$ cat config.mk
export PLATFORM = sky130hd
export DESIGN_NAME = rdv_isqrt
export DESIGN_NICKNAME = d
export VERILOG_FILES = /design/src/sv/rdv_isqrt.sv
export SDC_FILE = /design/constraint.sdc
export NUM_CORES = 2
export LEC_CHECK = 0
export BUFFER_PORTS_ARGS = -buffer_cell sky130_fd_sc_hd__buf_4
export CAP_MARGIN = 20
export CORE_MARGIN = 3
export CORE_UTILIZATION = 54
export CTS_CLUSTER_SIZE = 28
export DETAILED_ROUTE_END_ITERATION = 6
export PLACE_DENSITY = 0.77
export SYNTH_ARGS = -nofsm -noshare
export SYNTH_HDL_FRONTEND = slang
export SYNTH_SLANG_ARGS = --single-unit
$ cat constraint.sdc
create_clock -name clk_i -period 8.8 [get_ports clk_i]
set_input_delay 1.76 -clock clk_i [delete_from_list [all_inputs] [get_ports clk_i]]
set_output_delay 1.76 -clock clk_i [all_outputs]
set_load 0.01 [all_outputs]
$ cat src/sv/rdv_isqrt.sv
// Pipelined integer square root, one result bit per stage, with a travelling sideband.
module rdv_isqrt #(
  parameter int unsigned RW  = 30,
  parameter int unsigned SDW = 1
) (
  input  logic            clk_i,
  input  logic            en_i,
  input  logic [2*RW-1:0] x_i,
  input  logic [SDW-1:0]  side_i,
  output logic [RW-1:0]   root_o,
  output logic [RW:0]     rem_o,
  output logic [SDW-1:0]  side_o
);

  logic [2*RW-1:0] rem_q  [RW];
  logic [RW-1:0]   res_q  [RW];
  logic [SDW-1:0]  side_q [RW];

  for (genvar j = 0; j < RW; j++) begin : g_stage
    localparam int unsigned B = RW - 1 - j;
    logic [2*RW:0]   remin;
    logic [RW-1:0]   resin;
    logic [SDW-1:0]  sidein;
    logic [2*RW:0]   trial;
    logic [2*RW:0]   diff;
    logic [2*RW-1:0] rem_d;
    logic [RW-1:0]   res_d;

    if (j == 0) begin : g_first
      assign remin  = {1'b0, x_i};
      assign resin  = '0;
      assign sidein = side_i;
    end else begin : g_next
      assign remin  = {1'b0, rem_q[j-1]};
      assign resin  = res_q[j-1];
      assign sidein = side_q[j-1];
    end

    always_comb begin
      trial = ((2*RW+1)'(resin) << (B + 1)) + ((2*RW+1)'(1) << (2 * B));
      diff  = remin - trial;
      if (remin >= trial) begin
        rem_d = diff[2*RW-1:0];
        res_d = resin | (RW'(1) << B);
      end else begin
        rem_d = remin[2*RW-1:0];
        res_d = resin;
      end
    end

    always_ff @(posedge clk_i) begin
      if (en_i) begin
        rem_q[j]  <= rem_d;
        res_q[j]  <= res_d;
        side_q[j] <= sidein;
      end
    end
  end

  // The final remainder never exceeds twice the root.
  assign root_o = res_q[RW-1];
  assign rem_o  = rem_q[RW-1][RW:0];
  assign side_o = side_q[RW-1];

endmodule

# Yosys cells after proc, flatten, opt, wreduce, memory -nomap -nowiden
# Memory sizes are Yosys's and may differ from the RTL's.
# Index checks and enable logic that the tools add are counted.
# classes
n_addsub	59
magnitude_cmp	30
muxes	62
# ops
op	count
two-way mux 60 bit	30
adder 59 x 57 -> 60 bit, second input constant	1
greater-or-equal comparator 60 x 32 -> 1 bit	1
greater-or-equal comparator 60 x 33 -> 1 bit	1
greater-or-equal comparator 60 x 34 -> 1 bit	1
greater-or-equal comparator 60 x 35 -> 1 bit	1
greater-or-equal comparator 60 x 36 -> 1 bit	1
greater-or-equal comparator 60 x 37 -> 1 bit	1
greater-or-equal comparator 60 x 38 -> 1 bit	1
greater-or-equal comparator 60 x 39 -> 1 bit	1
greater-or-equal comparator 60 x 40 -> 1 bit	1
greater-or-equal comparator 60 x 41 -> 1 bit	1
greater-or-equal comparator 60 x 42 -> 1 bit	1
greater-or-equal comparator 60 x 43 -> 1 bit	1
greater-or-equal comparator 60 x 44 -> 1 bit	1
greater-or-equal comparator 60 x 45 -> 1 bit	1
greater-or-equal comparator 60 x 46 -> 1 bit	1
greater-or-equal comparator 60 x 47 -> 1 bit	1
greater-or-equal comparator 60 x 48 -> 1 bit	1
greater-or-equal comparator 60 x 49 -> 1 bit	1
greater-or-equal comparator 60 x 50 -> 1 bit	1
greater-or-equal comparator 60 x 51 -> 1 bit	1
greater-or-equal comparator 60 x 52 -> 1 bit	1
greater-or-equal comparator 60 x 53 -> 1 bit	1
other kinds (96)	98
# word_totals
reg_bits	0
mem_bits_rw	2730
input_bits	63
out_inout_bits	62
word_cells	154
mem_count	3
# mem_list
name	depth	width	rd	rd_clocked_by_memory_dff	wr	line_no	text
rem_q	30	60	30	0	30	15	logic [2*RW-1:0] rem_q [RW];
res_q	30	30	30	0	30	16	logic [RW-1:0] res_q [RW];
side_q	30	1	30	0	30	17	logic [SDW-1:0] side_q [RW];

# Longest topological paths before layout
# An unclocked memory read counts as a cell.
# depth
word_depth	4
ltp_mapped	16
depth_no_buf	14

# Least setup slack after synthesis
# No wires, ideal clock.
# synth_path
path_type	register to register
start	mem rem_q[1][454] (netlist bit)
end	mem rem_q[1][530] (netlist bit), data pin
setup_time_ps	266
t_arrival_ps	3486
required_ps	8534
path_slack_ps	5048
stages_incl_launch_ff	16
n_path_buf	3
synth_period_minus_slack_ps	3752
cell_sequence	edfxtp_1 -> ha_1 -> buf_2 -> and3_1 -> nand2_2 -> nor3_4 -> nand2b_1 -> or4_1 -> nand3_2 -> a31oi_4 -> or4_1 -> buf_2 -> or3_1 -> buf_4 -> o41ai_2 -> o21ai_1
# synth_rtl
item	line_no
from (decl)	15

==> qor.csv <==
stage;metric;value;unit
worst_hold_path;whs_endpoint;res_q[1][348];
detailed_routing;avgRoutedWirePerCell;20.7;um
status;outcome;complete, but fails checks;
setup_path;reg2reg_from;rem_q[1][374];
synthesis;syn_area;107000;sq um
synthesis;synth_cell_type_count;89;
cells_and_area;ff_latch_area;68000;sq um
floorplan;die_area;204000;sq um
floorplan;core;196000;sq um
power;intPower;22.0;mW
clocking;cts_hold_buffers;0;
setup_path;r2r_slack;4.00;ns
floorplan;ios;125;
timing;fin_setup_tns;0;ns
clocking;numCtsBuffers;225;
cells_and_area;multi_input_area;36200;sq um
global_route;grt_pass1_vias;66755;
timing;hold_viol;0;
clocking;root_buffer;clkbuf_16;
setup_path;crit_fanout;49;
power;leakage;44.7;nW
floorplan;fp-row-count;162;
floorplan;start_util;54.6;%
timing;max_freq;0.208;GHz
synthesis;synthesis.instances;8355;
synthesis;synthFlopType;edfxtp_1;
timing;hold_ws;0.404;ns
floorplan;die_w;451;um
setup_path;rr_endpoint;rem_q[1][472];
power;p_sw_share;28.7;%
detailed_routing;drc;14;
setup_path;crit_arrival;5.33;ns
worst_hold_path;min_path_type;reg2reg;
synthesis;ys_warn_count;0;
synthesis;synth_seq_area_share;63.5;%
cells_and_area;drive_above_1_share;7.87;%
detailed_routing;wirelength;236000;um
cells_and_area;nets;9162;
timing;clock_skew;0.113;ns
worst_hold_path;whs_path_depth;0;
power;p_sw;8.86;mW
power;p_per_area;260;nW/um^2
synthesis;yosys_register_bits;2266;
power;p_seq_share;48.0;%
power;p_total;30.9;mW
timing;layout_worst_path_cycle_share;54.5;%
placed_design;portBuffers;124;
clocking;clockBufferDepth;3;
timing;maxSlewViolCount;0;
worst_hold_path;min-delay-start;res_q[1][318];
power;ir_drop;0.216;mV
timing;rsz0062_at_grt;false;
status;violations;design-rule violations;
cells_and_area;nFillCells;14552;
clocking;htree_levels;4;
synthesis;synth.avg_cell_area;12.8;sq um
clocking;insertion_delay;0.89;ns
power;pwr-share-clk;31.7;%
clocking;cts.repair.resized;0;
global_route;antenna_found_initial;8;
setup_path;crit_type;reg2reg;
clocking;clkSinkCount;2266;
clocking;clk_pin_slew;0.06;ns
placed_design;dp_hpwl;173000;um
placed_design;pre_cts_ws;3.88;ns
global_route;grt_max_degree;199;
global_route;grt.overflow.total;0;
cells_and_area;area_growth;11.1;%
global_route;grt_usage;22.9;%
placed_design;gp_congestion;0.935;
detailed_routing;first_iter_violations;6145;
timing;tightest_slew;1.13;ns
timing;relSlewSlack;23.9;%
setup_path;cp-start-kind;register;
synthesis;async_flop_share;0;%
setup_path;r2r_cells;12;
detailed_routing;final_antenna_net_count;0;
setup_path;worstSetupEndpointType;register;
cells_and_area;final_common_cell;edfxtp_1;
timing;worst_slack;4.00;ns
flow_run;drv_cap;0;
synthesis;synth-edff-count;2266;
floorplan;die_h;451;um
timing;period_needed;4.80;ns
cells_and_area;final_cell_mix;edfxtp_1 (2266), inv_1 (616), nand2_1 (536);
detailed_routing;drt-pass1-iter-count;7;
clocking;cts_setup_buffers;0;
power;power_frac_comb;20.3;%
timing;setup_violations;0;
detailed_routing;via_count;67204;
synthesis;syn-num-nets;8913;
detailed_routing;vias_per_cell;5.89;
global_route;grt_pass1_wl;369000;um
clocking;cts_tree;built;
setup_path;crit_required;9.33;ns
==> per-stage QoR <==
stage | util, % | cells | cell area, sq um
floorplan | - | 8355 | 107000
global placement | 56.8 | 10994 | 111000
detailed placement | 56.8 | 10998 | 111000
CTS | 60.7 | 11413 | 119000
global route | 60.7 | 11417 | 119000
finish | 60.7 | 11418 | 119000
==> Yosys cell counts, types with 44 or more instances <==
cell	number	share of area, %
clkbuf_1	134	0.47
a21o_1	205	1.4
xnor2_1	442	3.6
o21bai_1	50	0.35
nor4b_1	44	0.36
nor2b_1	82	0.48
a21oi_1	487	2.3
o21a_1	70	0.49
nand2b_1	104	0.61
inv_1	616	2.2
mux2_2	95	1.0
nor4_1	305	1.8
edfxtp_1	2266	64
or3_1	84	0.49
nand4_1	127	0.74
nor3_1	218	1.0
or4_1	60	0.42
nand3_1	123	0.57
nor2_1	509	1.8
a31oi_1	46	0.27
xor2_1	362	3.0
o21ai_0	401	1.9
nand2_1	536	1.9
ha_1	495	5.8
==> cell type report <==
class                           count  share of cell area (%)
Antenna cell                        2                 0.00420
Clock buffer                      264                    4.85
Clock inverter                    151                    1.59
Inverter                          617                    1.95
Multi-Input combinational cell   5313                    30.4
Sequential cell                  2266                    57.2
Tap cell                         2624                    2.76
Timing Repair Buffer              181                    1.28
==> how the worst max path moves through the flow <==
| stage | startpoint | to | slack (ns) | depth (start not counted) |
|---|---|---|---|---|
| final | rem_q[1][374] | rem_q[1][472] | 4.00 | 12 |
| after global routing | res_q[1][345] | rem_q[1][773] | 3.89 | 13 |
| after CTS | rem_q[0][882] | rem_q[0][951] | 3.86 | 11 |
| after detailed placement | rem_q[0][882] | rem_q[0][951] | 3.88 | 11 |
| after global placement | rem_q[0][882] | rem_q[0][951] | 3.27 | 10 |
| after floorplan | rem_q[1][454] | rem_q[1][530] | 5.05 | 15 |
==> registers in the layout, summed over array words and instances, names as in the netlist <==
signal / count
side_q: 30
res_q: 465
rem_q: 1771
==> metal layers <==
metal,GRT usage (%),vias up,share of wire [%]
li1,-,31737,-
met1,28.1,32611,39
met2,40.6,2290,51
met3,3.69,556,6.0
met4,8.44,10,3.8
met5,0,-,0.028
==> power groups by stage <==
stage                     clock, mW  sequential, mW  combinational (mW)
after floorplan                   0            14.5                4.56
after global placement            0            15.0                6.01
after detailed placement          0            15.0                6.16
after CTS                      9.99            14.8                6.22
after global routing           10.4            15.0                6.94
final                          9.80            14.8                6.27
==> critical path: stages, from the launching register on <==
cell	delay [ns]
edfxtp_1	0.40
ha_1	0.38
nor2b_1	0.17
o31ai_1	0.33
a21oi_1	0.22
a221oi_1	0.72
o21ai_1	0.34
a31oi_1	0.47
o31a_1	0.22
buf_4	0.41
inv_1	0.34
o311ai_0	0.30
xnor2_1	0.12
==> cells by family (layout without fill, tap and decap cells) <==
| kind of cell | count (synthesis) | count (layout) | synth area share, % |
|---|---|---|---|
| other cells | 0 | 2 | 0 |
| simple gates | 2380 | 2380 | 11.5 |
| fa+ha+maj | 495 | 495 | 5.78 |
| flops | 2266 | 2266 | 63.5 |
| buf+inv | 776 | 1213 | 2.74 |
| compound gates | 1526 | 1526 | 8.80 |
| xor+xnor | 804 | 804 | 6.57 |
| mux | 108 | 108 | 1.12 |
Power figures use the tool's default switching activity.
